## src/rtl/core/u8v_pkg.sv

```systemverilog
// Shared types and helpers for the single-line UTF-8 validator.
// Used by the front classifier, the item queue and the back checker.
package u8v_pkg;

   // Byte class decided without any sequence state
   typedef enum logic [1:0] {
      KIND_ASCII_OK,
      KIND_ASCII_BAD,
      KIND_LEAD,
      KIND_BAD_LEAD
   } kind_type;

   // Classified request passed from front to back
   typedef struct packed {
      logic       byte_present;
      logic       last;
      kind_type   kind;
      logic [7:0] data_byte;
      logic [1:0] lead_rem;
      logic [4:0] lead_bits;
      logic [7:0] second_lo;
      logic [7:0] second_hi;
   } item_type;

   localparam int CP_W = 21;

   localparam logic [7:0] CONT_LO = 8'h80;
   localparam logic [7:0] CONT_HI = 8'hbf;

   // True when a code point may appear on a single line
   function automatic logic single_line_ok(input logic [CP_W-1:0] cp);
      logic ok;
      ok = 1'b1;
      if (cp <= 21'h1f) ok = 1'b0;
      if (cp >= 21'h7f && cp <= 21'h9f) ok = 1'b0;
      if (cp == 21'h2028 || cp == 21'h2029) ok = 1'b0;
      return ok;
   endfunction

endpackage

```

## src/rtl/core/u8v_front.sv

```systemverilog
// Front stage: accepts requests and classifies each byte into an item.
// Depends on u8v_pkg for the item type and the single-line check.
module u8v_front (
   input  logic              clock,
   input  logic              reset,
   input  logic              req_valid,
   output logic              req_ready,
   input  logic [7:0]        req_data_byte,
   input  logic              req_byte_present,
   input  logic              req_last,
   output logic              out_valid,
   input  logic              out_ready,
   output u8v_pkg::item_type out_item
);

   logic              f_valid_ff, f_valid_in;
   u8v_pkg::item_type f_item_ff, f_item_in;
   logic              req_fire, push;

   assign push      = f_valid_ff && out_ready;
   assign req_ready = !f_valid_ff || out_ready;
   assign req_fire  = req_valid && req_ready;
   assign out_valid = f_valid_ff;
   assign out_item  = f_item_ff;

   // Classify the incoming byte and pick second-byte bounds for lead bytes
   always_comb begin
      logic [7:0] b;
      b = req_data_byte;
      f_item_in              = '0;
      f_item_in.byte_present = req_byte_present;
      f_item_in.last         = req_last;
      f_item_in.data_byte    = b;
      f_item_in.second_lo    = u8v_pkg::CONT_LO;
      f_item_in.second_hi    = u8v_pkg::CONT_HI;
      f_item_in.kind         = u8v_pkg::KIND_BAD_LEAD;
      if (b <= 8'h7f) begin
         f_item_in.kind = u8v_pkg::single_line_ok({13'd0, b}) ?
                          u8v_pkg::KIND_ASCII_OK : u8v_pkg::KIND_ASCII_BAD;
      end else if (b >= 8'hc2 && b <= 8'hdf) begin
         f_item_in.kind      = u8v_pkg::KIND_LEAD;
         f_item_in.lead_rem  = 2'd1;
         f_item_in.lead_bits = b[4:0];
      end else if (b >= 8'he0 && b <= 8'hef) begin
         f_item_in.kind      = u8v_pkg::KIND_LEAD;
         f_item_in.lead_rem  = 2'd2;
         f_item_in.lead_bits = {1'b0, b[3:0]};
         if (b == 8'he0) f_item_in.second_lo = 8'ha0;
         if (b == 8'hed) f_item_in.second_hi = 8'h9f;
      end else if (b >= 8'hf0 && b <= 8'hf4) begin
         f_item_in.kind      = u8v_pkg::KIND_LEAD;
         f_item_in.lead_rem  = 2'd3;
         f_item_in.lead_bits = {2'b00, b[2:0]};
         if (b == 8'hf0) f_item_in.second_lo = 8'h90;
         if (b == 8'hf4) f_item_in.second_hi = 8'h8f;
      end
   end

   // Hold the item until the queue takes it
   always_comb begin
      f_valid_in = f_valid_ff;
      if (req_fire) f_valid_in = 1'b1;
      else if (push) f_valid_in = 1'b0;
   end

   always_ff @(posedge clock) begin
      if (reset) begin
         f_valid_ff <= 1'b0;
      end else begin
         f_valid_ff <= f_valid_in;
      end
      if (req_fire) f_item_ff <= f_item_in;
   end

endmodule

```

## src/rtl/core/u8v_queue.sv

```systemverilog
// Two-entry queue of classified items between front and back.
// Depends on u8v_pkg for the item type.
module u8v_queue (
   input  logic              clock,
   input  logic              reset,
   input  logic              push_valid,
   output logic              push_ready,
   input  u8v_pkg::item_type push_item,
   output logic              pop_valid,
   input  logic              pop_ready,
   output u8v_pkg::item_type pop_item
);

   u8v_pkg::item_type entry_ff [2];
   logic              wr_ptr_ff, wr_ptr_in;
   logic              rd_ptr_ff, rd_ptr_in;
   logic [1:0]        count_ff, count_in;
   logic              do_push, do_pop;

   assign push_ready = (count_ff != 2'd2);
   assign pop_valid  = (count_ff != 2'd0);
   assign pop_item   = entry_ff[rd_ptr_ff];
   assign do_push    = push_valid && push_ready;
   assign do_pop     = pop_valid && pop_ready;

   // Advance pointers and occupancy
   always_comb begin
      wr_ptr_in = do_push ? !wr_ptr_ff : wr_ptr_ff;
      rd_ptr_in = do_pop ? !rd_ptr_ff : rd_ptr_ff;
      count_in  = count_ff;
      if (do_push && !do_pop) count_in = count_ff + 2'd1;
      else if (do_pop && !do_push) count_in = count_ff - 2'd1;
   end

   always_ff @(posedge clock) begin
      if (reset) begin
         wr_ptr_ff <= 1'b0;
         rd_ptr_ff <= 1'b0;
         count_ff  <= 2'd0;
      end else begin
         wr_ptr_ff <= wr_ptr_in;
         rd_ptr_ff <= rd_ptr_in;
         count_ff  <= count_in;
      end
      if (do_push) entry_ff[wr_ptr_ff] <= push_item;
   end

endmodule

```

## src/rtl/core/u8v_back.sv

```systemverilog
// Back stage: runs the sequence state over classified items, emits verdicts.
// Depends on u8v_pkg for the item type and the single-line check.
module u8v_back (
   input  logic                    clock,
   input  logic                    reset,
   input  logic                    in_valid,
   output logic                    in_ready,
   input  u8v_pkg::item_type       in_item,
   output logic                    rsp_valid,
   input  logic                    rsp_ready,
   output logic                    rsp_valid_res
);

   logic [1:0]               rem_ff, rem_in;
   logic [u8v_pkg::CP_W-1:0] cp_ff, cp_in;
   logic [7:0]               lo_ff, lo_in;
   logic [7:0]               hi_ff, hi_in;
   logic                     exp2_ff, exp2_in;
   logic                     failed_ff, failed_in;
   logic                     rsp_valid_ff, rsp_valid_in;
   logic                     res_ff;
   logic                     take;

   // Stall only a final item while an unread verdict sits in the output
   assign in_ready      = !in_item.last || !rsp_valid_ff || rsp_ready;
   assign take          = in_valid && in_ready;
   assign rsp_valid     = rsp_valid_ff;
   assign rsp_valid_res = res_ff;

   // Apply one byte to the sequence state
   always_comb begin
      logic [7:0]               b;
      logic [7:0]               lo, hi;
      logic [u8v_pkg::CP_W-1:0] cp_next;
      logic [1:0]               rem_next;
      b         = in_item.data_byte;
      rem_in    = rem_ff;
      cp_in     = cp_ff;
      lo_in     = lo_ff;
      hi_in     = hi_ff;
      exp2_in   = exp2_ff;
      failed_in = failed_ff;
      lo        = exp2_ff ? lo_ff : u8v_pkg::CONT_LO;
      hi        = exp2_ff ? hi_ff : u8v_pkg::CONT_HI;
      cp_next   = {cp_ff[u8v_pkg::CP_W-7:0], b[5:0]};
      rem_next  = rem_ff - 2'd1;
      if (in_item.byte_present && !failed_ff) begin
         if (rem_ff == 2'd0) begin
            case (in_item.kind)
               u8v_pkg::KIND_ASCII_OK: begin
               end
               u8v_pkg::KIND_LEAD: begin
                  rem_in  = in_item.lead_rem;
                  cp_in   = {16'd0, in_item.lead_bits};
                  lo_in   = in_item.second_lo;
                  hi_in   = in_item.second_hi;
                  exp2_in = 1'b1;
               end
               default: begin
                  failed_in = 1'b1;
                  cp_in     = '0;
                  exp2_in   = 1'b0;
               end
            endcase
         end else if (b < lo || b > hi) begin
            failed_in = 1'b1;
            rem_in    = 2'd0;
            cp_in     = '0;
            exp2_in   = 1'b0;
         end else begin
            exp2_in = 1'b0;
            rem_in  = rem_next;
            cp_in   = cp_next;
            if (rem_next == 2'd0) begin
               cp_in = '0;
               if (!u8v_pkg::single_line_ok(cp_next)) failed_in = 1'b1;
            end
         end
      end
   end

   // Raise the verdict on a final item, drop it once taken
   always_comb begin
      rsp_valid_in = rsp_valid_ff;
      if (take && in_item.last) rsp_valid_in = 1'b1;
      else if (rsp_ready) rsp_valid_in = 1'b0;
   end

   always_ff @(posedge clock) begin
      if (reset || (take && in_item.last)) begin
         rem_ff    <= 2'd0;
         cp_ff     <= '0;
         lo_ff     <= u8v_pkg::CONT_LO;
         hi_ff     <= u8v_pkg::CONT_HI;
         exp2_ff   <= 1'b0;
         failed_ff <= 1'b0;
      end else if (take) begin
         rem_ff    <= rem_in;
         cp_ff     <= cp_in;
         lo_ff     <= lo_in;
         hi_ff     <= hi_in;
         exp2_ff   <= exp2_in;
         failed_ff <= failed_in;
      end
      if (reset) begin
         rsp_valid_ff <= 1'b0;
      end else begin
         rsp_valid_ff <= rsp_valid_in;
      end
      if (take && in_item.last) res_ff <= !failed_in && (rem_in == 2'd0);
   end

   a_fail_clears_seq: assert property (@(posedge clock) disable iff (reset)
      failed_ff |-> (rem_ff == 2'd0 && !exp2_ff))
      else $error("failed string still tracks a sequence");

   a_exp2_needs_rem: assert property (@(posedge clock) disable iff (reset)
      exp2_ff |-> (rem_ff != 2'd0))
      else $error("second byte expected with no bytes remaining");

   a_last_clears: assert property (@(posedge clock) disable iff (reset)
      (take && in_item.last) |=> (rem_ff == 2'd0 && !failed_ff && rsp_valid_ff))
      else $error("state not cleared or verdict missing after final item");

endmodule

```

## src/rtl/core/utf8_single_line_validator_core.sv

```systemverilog
// Single-line UTF-8 validator: one byte per request, one verdict per string.
// Throughput: one request per cycle unless stalled; back checker state update is the only loop.
// Path: a final request's verdict reaches rsp_valid through the front register, loaded at the
// accepting edge, then the queue entry, then the back output register.
// Reset: synchronous, active high; clears the queue, sequence state and pending verdict.
// Depends on u8v_pkg, u8v_front, u8v_queue and u8v_back.
module utf8_single_line_validator_core (
   input  logic       clock,
   input  logic       reset,
   input  logic       req_valid,
   output logic       req_ready,
   input  logic [7:0] req_data_byte,
   input  logic       req_byte_present,
   input  logic       req_last,
   output logic       rsp_valid,
   input  logic       rsp_ready,
   output logic       rsp_valid_res
);

   logic              f_valid, f_ready;
   u8v_pkg::item_type f_item;
   logic              q_valid, q_ready;
   u8v_pkg::item_type q_item;

   // Classify requests
   u8v_front u_front (
      .clock            (clock),
      .reset            (reset),
      .req_valid        (req_valid),
      .req_ready        (req_ready),
      .req_data_byte    (req_data_byte),
      .req_byte_present (req_byte_present),
      .req_last         (req_last),
      .out_valid        (f_valid),
      .out_ready        (f_ready),
      .out_item         (f_item)
   );

   // Decouple front and back
   u8v_queue u_queue (
      .clock      (clock),
      .reset      (reset),
      .push_valid (f_valid),
      .push_ready (f_ready),
      .push_item  (f_item),
      .pop_valid  (q_valid),
      .pop_ready  (q_ready),
      .pop_item   (q_item)
   );

   // Check sequences and deliver verdicts
   u8v_back u_back (
      .clock         (clock),
      .reset         (reset),
      .in_valid      (q_valid),
      .in_ready      (q_ready),
      .in_item       (q_item),
      .rsp_valid     (rsp_valid),
      .rsp_ready     (rsp_ready),
      .rsp_valid_res (rsp_valid_res)
   );

endmodule

```

## config.mk

```make
export PLATFORM = sky130hd
export DESIGN_NAME = utf8_single_line_validator_core
export DESIGN_NICKNAME = d
export VERILOG_FILES = /design/src/rtl/core/u8v_pkg.sv /design/src/rtl/core/u8v_front.sv /design/src/rtl/core/u8v_queue.sv /design/src/rtl/core/u8v_back.sv /design/src/rtl/core/utf8_single_line_validator_core.sv
export SDC_FILE = /design/constraint.sdc
export NUM_CORES = 1
export LEC_CHECK = 0
export BUFFER_PORTS_ARGS = -buffer_cell sky130_fd_sc_hd__buf_2
export CAP_MARGIN = 30
export CORE_MARGIN = 10
export CORE_UTILIZATION = 45
export CTS_BUF_LIST = sky130_fd_sc_hd__clkbuf_8
export DETAILED_ROUTE_END_ITERATION = 10
export PLACE_DENSITY_LB_ADDON = 0.12
export RECOVER_POWER = 50
export SYNTH_ARGS = -nofsm -noshare
export SYNTH_HDL_FRONTEND = slang
export SYNTH_SLANG_ARGS = --single-unit
```

## constraint.sdc

```tcl
create_clock -name clock -period 2.7 [get_ports clock]
set_clock_uncertainty 0.1 [all_clocks]
set_input_delay 0.135 -clock clock [delete_from_list [all_inputs] [get_ports clock]]
set_output_delay 0.135 -clock clock [all_outputs]
set_load 0.01 [all_outputs]
```

; ---- After elaboration in Yosys (flattened, before gate mapping)
; Memory sizes are Yosys's and may differ from the RTL's. A register that Yosys moved wholly into a read port is not among the register bits.
; Index checks and enable logic that the tools add are counted.
[totals]
register_bits = 77
mem_bits_rw = 70
input_bits = 14
out_inout_bits = 3
wordCells = 139
n_memories = 1
[mem_list]
columns = name, depth, width, rd, rd_clocked_by_memory_dff, write_ports, line
row1 = u_queue.entry_ff, 2, 35, 1, 1, 1, u8v_queue.sv:14  ; u8v_pkg::item_type entry_ff [2];
[classes]
add_sub_neg = 3
n_lt_le_gt_ge = 15
eq_ne = 9
n_mux = 50
reduce_logical = 40
[op_table]
columns = op, count
row1 = $mux 23, 2
row2 = $mux 15, 3
row3 = $eq 21x14->1 const B, 2
row4 = $eq 8x8->1 const B, 4
row5 = $le 8x8->1 const B, 4
row6 = $pmux 15 s2, 1
row7 = $mux 1, 27
row8 = $ge 8x8->1 const B, 3
row9 = $mux 6, 4
row10 = $ge 21x7->1 const B, 1
row11 = $le 21x5->1 const B, 1
row12 = $le 21x8->1 const B, 1
row13 = $mux 2, 9
row14 = $mux 8, 2
row15 = $logic_and 1x1->1, 13
row16 = $logic_not 1->1, 9
row17 = $ge 8x7->1 const B, 1
row18 = $gt 8x8->1, 1
row19 = $le 8x5->1 const B, 1
row20 = $le 8x7->1 const B, 1
row21 = $logic_not 2->1, 4
row22 = $lt 8x8->1, 1
row23 = $reduce_bool 2->1, 4
row24 = $logic_or 1x1->1, 6
row25 = other kinds (9), 12

; ---- Depth between registers and ports, before layout
; Gate-level depths: netlist (run 1).
[depth]
ltp_word = 15
mapped_depth = 10
depth_no_buf = 7

; ---- Hierarchy
; A second synthesis (run 1) with hierarchy kept.
[unflattened]
cells_unflattened = 445
hier_area_um2 = 5780.5
[by_module_without_submodules]
columns = mod, n_inst, cells_per_inst, area_each_um2, seq_area_each_um2
row1 = u8v_queue, 1, 133, 2738.9, 2202.1
row2 = u8v_back, 1, 236, 2000.7, 750.7
row3 = u8v_front, 1, 76, 1041.0, 710.7

; ---- Worst setup path before layout (run 1)
; Ideal clock, no wire load.
[synth_timing]
path_type = flip-flop to flip-flop
from = reg with a tool-made name
to = reg u_back.res_ff, in the netlist u_back.rsp_valid_res (data pin)
t_arrival_ns = 2.373
t_required_ns = 2.331
setup_slack_ns = -0.042
stages_incl_launch_ff = 10
n_path_buf = 2
synth_period_minus_slack_ns = 2.742
cell_sequence = dfxtp_1 > buf_6 > buf_6 > mux2_4 > ha_1 > nand3_1 > o221a_2 > or3_4 > a2111oi_2 > a211oi_1
[synth_lines]
columns = element, line
row1 = end signal: assignment, u8v_back.sv:110  ; if (take && in_item.last) res_ff <= !failed_in && (rem_in == 2'd0);
row2 = end: declaration, u8v_back.sv:21  ; logic res_ff;

==> summary.txt, run 1 <==
Outcome
  – Status: complete, no violations

Power
  – Combinational share of power: 0.244
  – Pleak: 1.637 nW
  – Sw frac: 0.3126
  – Internal power: around 2.6 mW
  – Sequential group share of total power: 0.516
  – Psw: between 1 and 1.5 mW
  – PwrDens: 786.3 nW/um^2
  – Clock power share: 0.240
  – Peak supply drop: 0.3685 mV

Worst hold path
  – HP Class: primary input to register
  – Worst Hold Path EP: u_back.rsp_valid
  – Worst hold start: rsp_ready
  – Hold path cells: 4

Floorplanning
  – Die Wd: between 100 and 150 microns
  – FP Rows: 35
  – DIE HEIGHT: 116.8 microns
  – Core area: 9196 sq um
  – DIE AREA: ~14000 sq um
  – Initial Util: 0.4584
  – Io pins: 17

Detailed routing
  – Total Wirelength: ~7600 microns
  – Uppermost layer routed: met4
  – DRT antenna net count: 0
  – 1st-iter DRT viols: 161
  – Routed WL per cell: approximately 16 microns
  – WL met2: 3554 microns
  – DR DRC count: 0
  – Met3 Routed Length: between 150 and 200 microns
  – M1 WL: 3782 microns
  – Via count: 2591
  – Vias per std cell: between 5 and 6
  – Initial DRT Pass Iterations: 4

Place
  – GPL Wtd Cong: around 0.80
  – Cell total after placement: around 460
  – IO buf count: 16
  – Hpwl dp: roughly 5400 microns

Worst setup path
  – Max FO, Critical Path: 5
  – Critical path class: register to register
  – Required @ worst endpoint: 2.71 ns
  – CP endpoint kind: register
  – Reg2reg path depth: 7
  – Startpoint types: register
  – RR Endpoint: u_back.rsp_valid_res
  – Register-to-Register Setup Slack: ~0.16 ns
  – CP arrival: 2.55 ns

Synthesis
  – Flops & latches, synth: 100
  – Mapped Cells: 330
  – Post-synth cell types: slightly below 60
  – Ys Warns: 0
  – Synth async-reset ratio: 0
  – Sequential area share after synthesis: 0.6411
  – Cell taking the most area after synthesis: edfxtp_1
  – Synthesized area: between 4000 and 5000 sq um
  – Top cell type's share of synthesized area: 0.4987
  – Top FF cell, synth: edfxtp_1
  – Syn_nets: 350
  – Syn avg cell area: about 13 sq um
  – Synth top area cells: edfxtp_1, dfxtp_1, mux2i_1
  – EDFF count, synth: 70

Timing
  – Slew Viols, Final: 0
  – Hold violation count in the final report: 0
  – Post-layout min period: ~2.5 ns
  – Slew @ Worst Pin: about 1.3 ns
  – Max transition margin: 0.1457
  – WHS: about 0.026 ns
  – Max Fclk: 393.7 MHz
  – RSZ-0062 raised after global routing: no
  – Setup violators final: 0
  – Total Neg Setup Slack: 0 ns
  – Final cycle utilization of the critical path: 0.9407

CTS
  – CTS buffer count: 9
  – Clock Latency Late Sink: 0.36 ns
  – Postcts setup bufs: 0
  – Clk root buf: clkbuf_8
  – Clock transition at the registers of the reported paths: 0.10 ns
  – Maximum root-to-sink buffer count: 2
  – Post-CTS resize count: 0
  – # hold bufs at CTS: 12
  – H-tree Lvls: 3
  – CTS tree: done
  – TritonCTS Sinks: 100

Global route
  – Vias in the first global route: between 2000 and 3000
  – Initial antenna violation count: 0
  – First-pass GRT wire length: 12600 microns
  – GRT Total Usage: 0.1185
  – Congestion Overflow GR: 0
  – Largest net degree at the start of global routing: 24

Cells and area
  – Layout cells sized above 1: 0.1394
  – Layout Cells excl Fill: 484
  – Synth-to-Final Area Change: 12.76%
  – Final net count: between 300 and 400
  – Antenna diode count: 0

Run
  – Max-Cap Viols: 0
==> Yosys cell counts, types with 4 or more instances <==
cell type	n
buf_2	5
nor4_1	4
clkbuf_1	4
edfxtp_1	70
nand2_1	20
o21ai_0	8
nand3_1	16
nor3_1	8
inv_1	12
a21oi_1	16
nor3b_1	4
a211oi_1	7
nor2_1	32
dfxtp_1	30
xor2_1	4
ha_1	6
and2_1	4
mux2i_1	15
mux2_2	7
==> area by class of cell <==
class	instances	area, sq um
fillers	803	4443
flip-flops and latches	100	2704
multi-input cells	204	1401
repair buffers	41	280.3
well taps	111	138.9
clock buffers	9	123.9
clock inverters	7	60.06
inverters	12	45.04
==> metrics by stage <==
step / util / setup WS [ns] / instance area [sq um] / total power [mW]
after detailed placement: 0.4857 / 0.1623 / 4467 / 2.869
final: 0.5169 / 0.1602 / 4753 / 3.738
after global placement: 0.4857 / 0.2031 / 4467 / 2.864
after floorplan: - / 0.03514 / 4229 / 2.623
after CTS: 0.5188 / 0.1562 / 4771 / 3.783
after global routing: 0.5169 / 0.07625 / 4753 / 3.976
==> cell families (layout without fill, tap and decap cells) <==
| family | count (synthesis) | after routing | share of synthesized area |
|---|---|---|---|
| and+or+nand+nor | 111 | 111 | 0.1410 |
| DFF | 100 | 100 | 0.6411 |
| AOI/OAI and AO/OA | 59 | 59 | 0.1003 |
| buffers and inverters | 26 | 69 | 0.02997 |
| muxes | 24 | 24 | 0.06144 |
| adders and majority gates | 6 | 6 | 0.01781 |
| xor gates and xnor gates | 4 | 4 | 0.008310 |
==> worst max-delay path by stage <==
stage,endpoint,cells after the start,startpoint,slack [ns]
2_1_floorplan,u_back.rsp_valid_res,9,register,0.04
3_3_place_gp,u_back.rsp_valid_res,7,register,0.20
3_5_place_dp,u_back.rsp_valid_res,7,register,0.16
4_1_cts,u_back.rsp_valid_res,7,register,0.16
5_1_grt,u_back.rsp_valid_res,7,register,0.08
6_report,u_back.rsp_valid_res,7,register,0.16
==> placed cells by master (no fill, tap or decap), types with 3 or more instances in the layout <==
cell type,instances
nor3_1,8
and2_1,4
clkbuf_1,12
clkbuf_8,9
dlygate4sd3_1,12
nand3b_1,3
a211o_1,3
a21oi_1,16
nor2b_1,3
nor4_1,4
inv_1,13
o21ai_0,8
ha_1,5
nand3_1,16
mux2i_1,15
buf_2,5
nor2_1,31
nand2_1,20
a211oi_1,7
edfxtp_1,70
nor3b_1,4
xor2_1,4
a21o_1,3
a31oi_1,3
buf_4,12
dfxtp_1,29
mux2_2,7
==> flip-flops by register name, indices dropped and copies added (netlist names), 2 cells and up, named ones only <==
name	count
u_back.hi_ff	2
u_back.cp_ff	15
u_queue.entry_ff	46
u_back.lo_ff	2
u_back.rem_ff	2
u_queue.count_ff	2
u_front.out_item	23
==> layer usage <==
layer / vias to the layer above / track usage
li1: 1311 / -
met1: 1248 / 0.1635
met2: 25 / 0.1792
met3: 7 / 0.03313
met4: 0 / 0.03213
met5: - / 0
==> power groups by stage <==
stage          clock [mW]  sequential, mW  combinational (mW)
6_report            0.897            1.93               0.913
5_1_grt              1.00            1.95                1.02
4_1_cts             0.930            1.93               0.925
3_5_place_dp            0            1.96               0.907
3_3_place_gp            0            1.96               0.907
2_1_floorplan           0            1.94               0.686
==> critical path, stage by stage, from the launching register on <==
cell and delay [ns]:
dfxtp_2 0.40, mux2_4 0.35, ha_1 0.30, nand3_1 0.08, o221a_2 0.31, or3_4 0.36
a2111oi_2 0.32, a211oi_1 0.08
Power figures use the tool's default switching activity.
==> run 2, diff against run 1 <==
--- a/config.mk
+++ b/config.mk
@@ -11,6 +11,7 @@
 export CORE_UTILIZATION = 45
 export CTS_BUF_LIST = sky130_fd_sc_hd__clkbuf_8
 export DETAILED_ROUTE_END_ITERATION = 10
+export GPL_TIMING_DRIVEN = 0
 export PLACE_DENSITY_LB_ADDON = 0.12
 export RECOVER_POWER = 50
 export SYNTH_ARGS = -nofsm -noshare
==> run 2 against run 1 <==
- the run now ends with setup timing left
- worst hold slack improved by 0.27 ns
- setup slack got worse by 0.18 ns
- cell count increased by 2.7%
==> summary.txt, run 2 (synthesis gave the netlist of run 1 again) <==
Timing
  – Slew @ Worst Pin: about 1.2 ns
  – Max transition margin: 0.1849
  – Max Fclk: ~370 MHz
  – Final cycle utilization of the critical path: 1.007
  – Slew Viols, Final: 0
  – Hold violation count in the final report: 0
  – PnR worst setup slack: -0.02008 ns
  – Setup violators final: 1
  – Post-layout min period: 2.720 ns
  – RSZ-0062 raised after global routing: yes

Global route
  – Largest net degree at the start of global routing: 24
  – Initial antenna violation count: 0
  – Congestion Overflow GR: 0
  – GRT Total Usage: 0.1209
  – First-pass GRT wire length: 12730 microns
  – Vias in the first global route: 2616

Detailed routing
  – Via count: 2645
  – DR DRC count: 0
  – Vias per std cell: roughly 5.3
  – Total Wirelength: ~7800 microns
  – DRT antenna net count: 0
  – 1st-iter DRT viols: ~110
  – Initial DRT Pass Iterations: 4
  – Routed WL per cell: roughly 16 microns

CTS
  – Maximum root-to-sink buffer count: 2
  – CTS tree: done
  – CTS buffer count: 9
  – H-tree Lvls: 3
  – Clock Latency Late Sink: approximately 0.37 ns
  – Clk root buf: clkbuf_8
  – Clock transition at the registers of the reported paths: 0.10 ns
  – TritonCTS Sinks: 100

Worst setup path
  – RR Endpoint: u_back.rsp_valid_res
  – Reg2reg path depth: 8
  – Startpoint types: register
  – CP endpoint kind: register
  – Critical path class: register to register
  – Max FO, Critical Path: 5
  – Register-to-Register Setup Slack: -0.02 ns
  – Required @ worst endpoint: around 2.7 ns
  – CP arrival: approximately 2.7 ns

Power
  – Pleak: around 1.7 nW
  – PwrDens: around 800 nW/um^2
  – Total power: roughly 4.0 mW
  – Peak supply drop: 0.3094 mV

Floorplanning
  – Die Wd: approximately 120 microns
  – FP Rows: 35
  – Io pins: 17
  – DIE AREA: between 10000 and 15000 sq um
  – Core area: 9196 sq um
  – Initial Util: 0.4584
  – DIE HEIGHT: 116.8 microns

Cells and area
  – Final core occ: 0.5408
  – Antenna diode count: 0
  – Commonest cells after routing, fill and taps aside: edfxtp_1, nor2_1, dfxtp_1, nand2_1
  – Top reg by flops: u_queue.entry_ff
  – Synth-to-Final Area Change: 17.99%
  – Most common cell after layout, fill and taps aside: edfxtp_1
  – Final net count: roughly 400
  – Max FFs per register: 46
  – Layout cells sized above 1: 0.1658

Worst hold path
  – HP Class: primary input to register
  – Worst hold start: rsp_ready
  – Hold path cells: 5

Place
  – Hpwl dp: approximately 5500 microns
  – IO buf count: 15
  – GPL Wtd Cong: a little under 0.8

Outcome
  – Status: complete, but fails checks
  – Violated checks: setup timing

Run
  – Max-Cap Viols: 0
-- run 2: changes by cell type in the layout (fill, tap and decap cells not counted), sizes merged --
cell,previous run,this run
bufinv,0,1
clkbuf,21,25
buf,17,25
dlygate4sd3,12,13
clkinv,2,1
-- run 2: worst max-delay path, stage by stage, from the launching register on --
cell and delay (ns):
dfxtp_4 0.41, buf_12 0.11, mux2_4 0.34, ha_4 0.28, nand3_2 0.07, o221a_4 0.31
or3_4 0.39, a2111oi_4 0.38, a211oi_2 0.08
-- run 2: how the worst max path moves through the flow --
stage | cells after the start | from | to
floorplan | 9 | register | u_back.rsp_valid_res
global placement | 9 | register | u_back.rsp_valid_res
detailed placement | 9 | register | u_back.rsp_valid_res
CTS | 8 | register | u_back.rsp_valid_res
global route | 8 | register | u_back.rsp_valid_res
finish | 8 | register | u_back.rsp_valid_res
-- run 2: through the flow --
step	std cells	hold slack [ns]	setup TNS [ns]	area [sq um]	setup slack (ns)
finish	497	0.2975	-0.02008	4974	-0.02008
global placement	456	0.2113	-0.3757	4443	-0.1970
detailed placement	458	0.2137	-0.4605	4501	-0.2230
CTS	490	0.2805	0	4903	0.01133
global route	497	0.3489	-0.06645	4974	-0.06645
floorplan	330	0.1339	0	4229	0.03514
-- run 2: layout make-up --
cell class | instances | area (sq um)
Fill cell | 777 | 4223
Sequential cell | 100 | 2706
Multi-Input combinational cell | 204 | 1449
Timing Repair Buffer | 41 | 337.8
Tap cell | 111 | 138.9
Clock buffer | 9 | 123.9
Clock inverter | 7 | 93.84
Buffer | 13 | 78.83
Inverter | 12 | 45.04
-- run 2: timing repair --
action,in CTS,in global routing
hold endpoints to repair,19,0
setup buffers,4,6
hold buffers,13,0
resized for setup,4,5
setup endpoints to repair,12,8
pin swaps,0,7
-- run 2: where the power goes --
group / switching [mW] / total, mW / internal, mW
Clock: 0.565 / 1.02 / 0.455
Sequential: 0.106 / 1.93 / 1.83
Combinational: 0.570 / 1.04 / 0.474
Total: 1.24 / 4.00 / 2.76
-- run 2: layer usage --
layer  wire length (microns)  global-route usage  part of all wire
met1                    3718              0.1535              0.47
met2                    3716              0.1905              0.47
met3                     296             0.03772             0.038
met4                     112             0.04366             0.014
met5                       0                   0                 0
==> run 3, diff against run 2 <==
--- a/config.mk
+++ b/config.mk
@@ -7,6 +7,7 @@
 export LEC_CHECK = 0
 export BUFFER_PORTS_ARGS = -buffer_cell sky130_fd_sc_hd__buf_2
 export CAP_MARGIN = 30
+export CORE_ASPECT_RATIO = 0.6
 export CORE_MARGIN = 10
 export CORE_UTILIZATION = 45
 export CTS_BUF_LIST = sky130_fd_sc_hd__clkbuf_8
==> run 3 against run 2 <==
- the flow now finishes without violations
- die area rose by 0.93%
- combinational power fell by 5%
- sequential share of layout area is 1.2 points higher
- maximum frequency up 2.0%
- power down 4.5%
- via count down 0.53%
- wire length rose by 7.0%
- first-iteration DRC count rose by 17%
- non-clock buffer count shrank 7
- utilization shrank 0.95 points
- register-to-register slack improved by 0.05 ns
==> summary.txt, run 3 (synthesis gave the netlist of run 1 again) <==
Floorplanning
  – Io pins: 17
  – Initial Util: 0.4604
  – FP Rows: 27
  – Core area: a little over 9000 sq um
  – Die Wd: approximately 140 microns
  – DIE AREA: between 10000 and 15000 sq um
  – DIE HEIGHT: 94.97 microns

Detailed routing
  – Vias per std cell: between 5 and 6
  – Initial DRT Pass Iterations: 4
  – DRT antenna net count: 0
  – DR DRC count: 0
  – Via count: about 2600
  – WL met2: around 3400 microns
  – Routed WL per cell: ~16 microns
  – Total Wirelength: approximately 8400 microns
  – M1 WL: 4591 microns
  – Met3 Routed Length: about 340 microns
  – Uppermost layer routed: met4
  – 1st-iter DRT viols: about 130

Timing
  – Setup violators final: 0
  – Hold violation count in the final report: 0
  – Slew Viols, Final: 0
  – Post-layout min period: roughly 2.7 ns
  – Slew @ Worst Pin: roughly 1.2 ns
  – RSZ-0062 raised after global routing: yes
  – Max transition margin: 0.2168
  – WHS: about 0.013 ns
  – Max Fclk: approximately 380 MHz
  – Final cycle utilization of the critical path: 0.9873

Worst hold path
  – Worst Hold Path EP: u_back.rsp_valid
  – Worst hold start: rsp_ready
  – HP Class: primary input to register
  – Hold path cells: 4

CTS
  – CTS buffer count: 9
  – Maximum root-to-sink buffer count: 2
  – CTS tree: done
  – Clk root buf: clkbuf_8
  – TritonCTS Sinks: 100
  – Clock transition at the registers of the reported paths: around 0.090 ns
  – H-tree Lvls: 3
  – Clock Latency Late Sink: between 0.3 and 0.4 ns

Global route
  – Vias in the first global route: roughly 2600
  – Congestion Overflow GR: 0
  – Largest net degree at the start of global routing: 24
  – First-pass GRT wire length: roughly 14000 microns
  – GRT Total Usage: 0.1292
  – Initial antenna violation count: 0

Place
  – Hpwl dp: between 5000 and 6000 microns
  – IO buf count: 15
  – Placed cell area: 4512 sq um
  – GPL Wtd Cong: between 0.8 and 0.9

Cells and area
  – Antenna diode count: 0
  – Max FFs per register: 46
  – Final net count: between 300 and 400
  – Synth-to-Final Area Change: 15.41%
  – Final core occ: 0.5314
  – Layout filler cell count: 800
  – Top reg by flops: u_queue.entry_ff
  – Commonest cells after routing, fill and taps aside: edfxtp_1, nor2_1, dfxtp_1, nand2_1
  – Layout cells sized above 1: 0.1451
  – Most common cell after layout, fill and taps aside: edfxtp_1
  – Finished Cell Area: around 5000 sq um

Worst setup path
  – Startpoint types: register
  – Critical path class: register to register
  – RR Endpoint: u_back.rsp_valid_res
  – Largest stage delay, worst path: between 0.4 and 0.5 ns
  – Worst-path cell chain: buf_12, mux2_4, ha_4, nand3b_1, o221a_4, or3_4, a2111oi_4, a211oi_2
  – Reg2reg path depth: 8
  – CP arrival: around 2.7 ns
  – Register-to-Register Setup Slack: 0.03 ns
  – CP endpoint kind: register
  – Max FO, Critical Path: 5
  – Critical-path top delay cell: dfxtp_4
  – Required @ worst endpoint: between 2 and 3 ns

Outcome
  – Status: complete, no violations

Power
  – Peak supply drop: roughly 0.34 mV
  – PwrDens: 785.1 nW/um^2
  – Total power: around 3.8 mW
  – Pleak: around 1.7 nW

Run
  – Max-Cap Viols: 0
## run 3: report_power, final
part / internal (mW) / switching [mW] / total (mW) / leakage (nW)
combinational: 0.416 / 0.569 / 0.985 / 0.673
sequential: 1.83 / 0.114 / 1.94 / 0.891
clock: 0.351 / 0.541 / 0.892 / 0.0955
## run 3: metal layers
layer / global-route usage / vias to the layer above
met2: 0.1739 / 48
li1: - / 1323
met1: 0.1884 / 1255
met5: 0 / -
met3: 0.04439 / 5
met4: 0.04061 / 0
## run 3: cell type report
type,instances,area (sq um),area share
Clock inverter,7,57.56,0.01183
Multi-Input combinational cell,204,1433,0.2945
Tap cell,130,162.7,0.03344
Timing Repair Buffer,34,257.7,0.05298
Clock buffer,9,123.9,0.02546
Buffer,13,78.83,0.01620
Inverter,12,45.04,0.009259
Sequential cell,100,2706,0.5563
## run 3: worst max path at each step
stage / startpoint / endpoint / slack, ns / depth (start not counted)
2_1_floorplan: register / u_back.rsp_valid_res / 0.04 / 9
3_3_place_gp: register / u_back.rsp_valid_res / -0.21 / 9
3_5_place_dp: register / u_back.rsp_valid_res / -0.25 / 9
4_1_cts: register / u_back.rsp_valid_res / 0.004 / 8
5_1_grt: register / u_back.rsp_valid_res / -0.04 / 8
6_report: register / u_back.rsp_valid_res / 0.03 / 8
## run 3: through the flow
step / cells / setup slack, ns / setup TNS (ns)
CTS: 508 / 0.004300 / 0
global placement: 475 / -0.2140 / -2.689
floorplan: 330 / 0.03514 / 0
detailed placement: 477 / -0.2477 / -0.4858
finish: 509 / 0.03441 / 0
global route: 509 / -0.04096 / -0.04096
## run 3: critical path: cells and delay by family, from the launching register on
kind | cells | cell delay, ns
AND/OR/NAND/NOR | 2 | 0.46
AO/OA/AOI/OAI | 3 | 0.68
buffers and inverters | 1 | 0.11
flip-flops | 1 | 0.42
adder cells (fa/ha/maj) | 1 | 0.29
multiplexers | 1 | 0.34
## run 3: timing repair
action | CTS | global route
setup buffers | 4 | 0
hold endpoints to repair | 14 | 0
hold buffers | 12 | 0
resized for setup | 4 | 3
setup endpoints to repair | 14 | 1
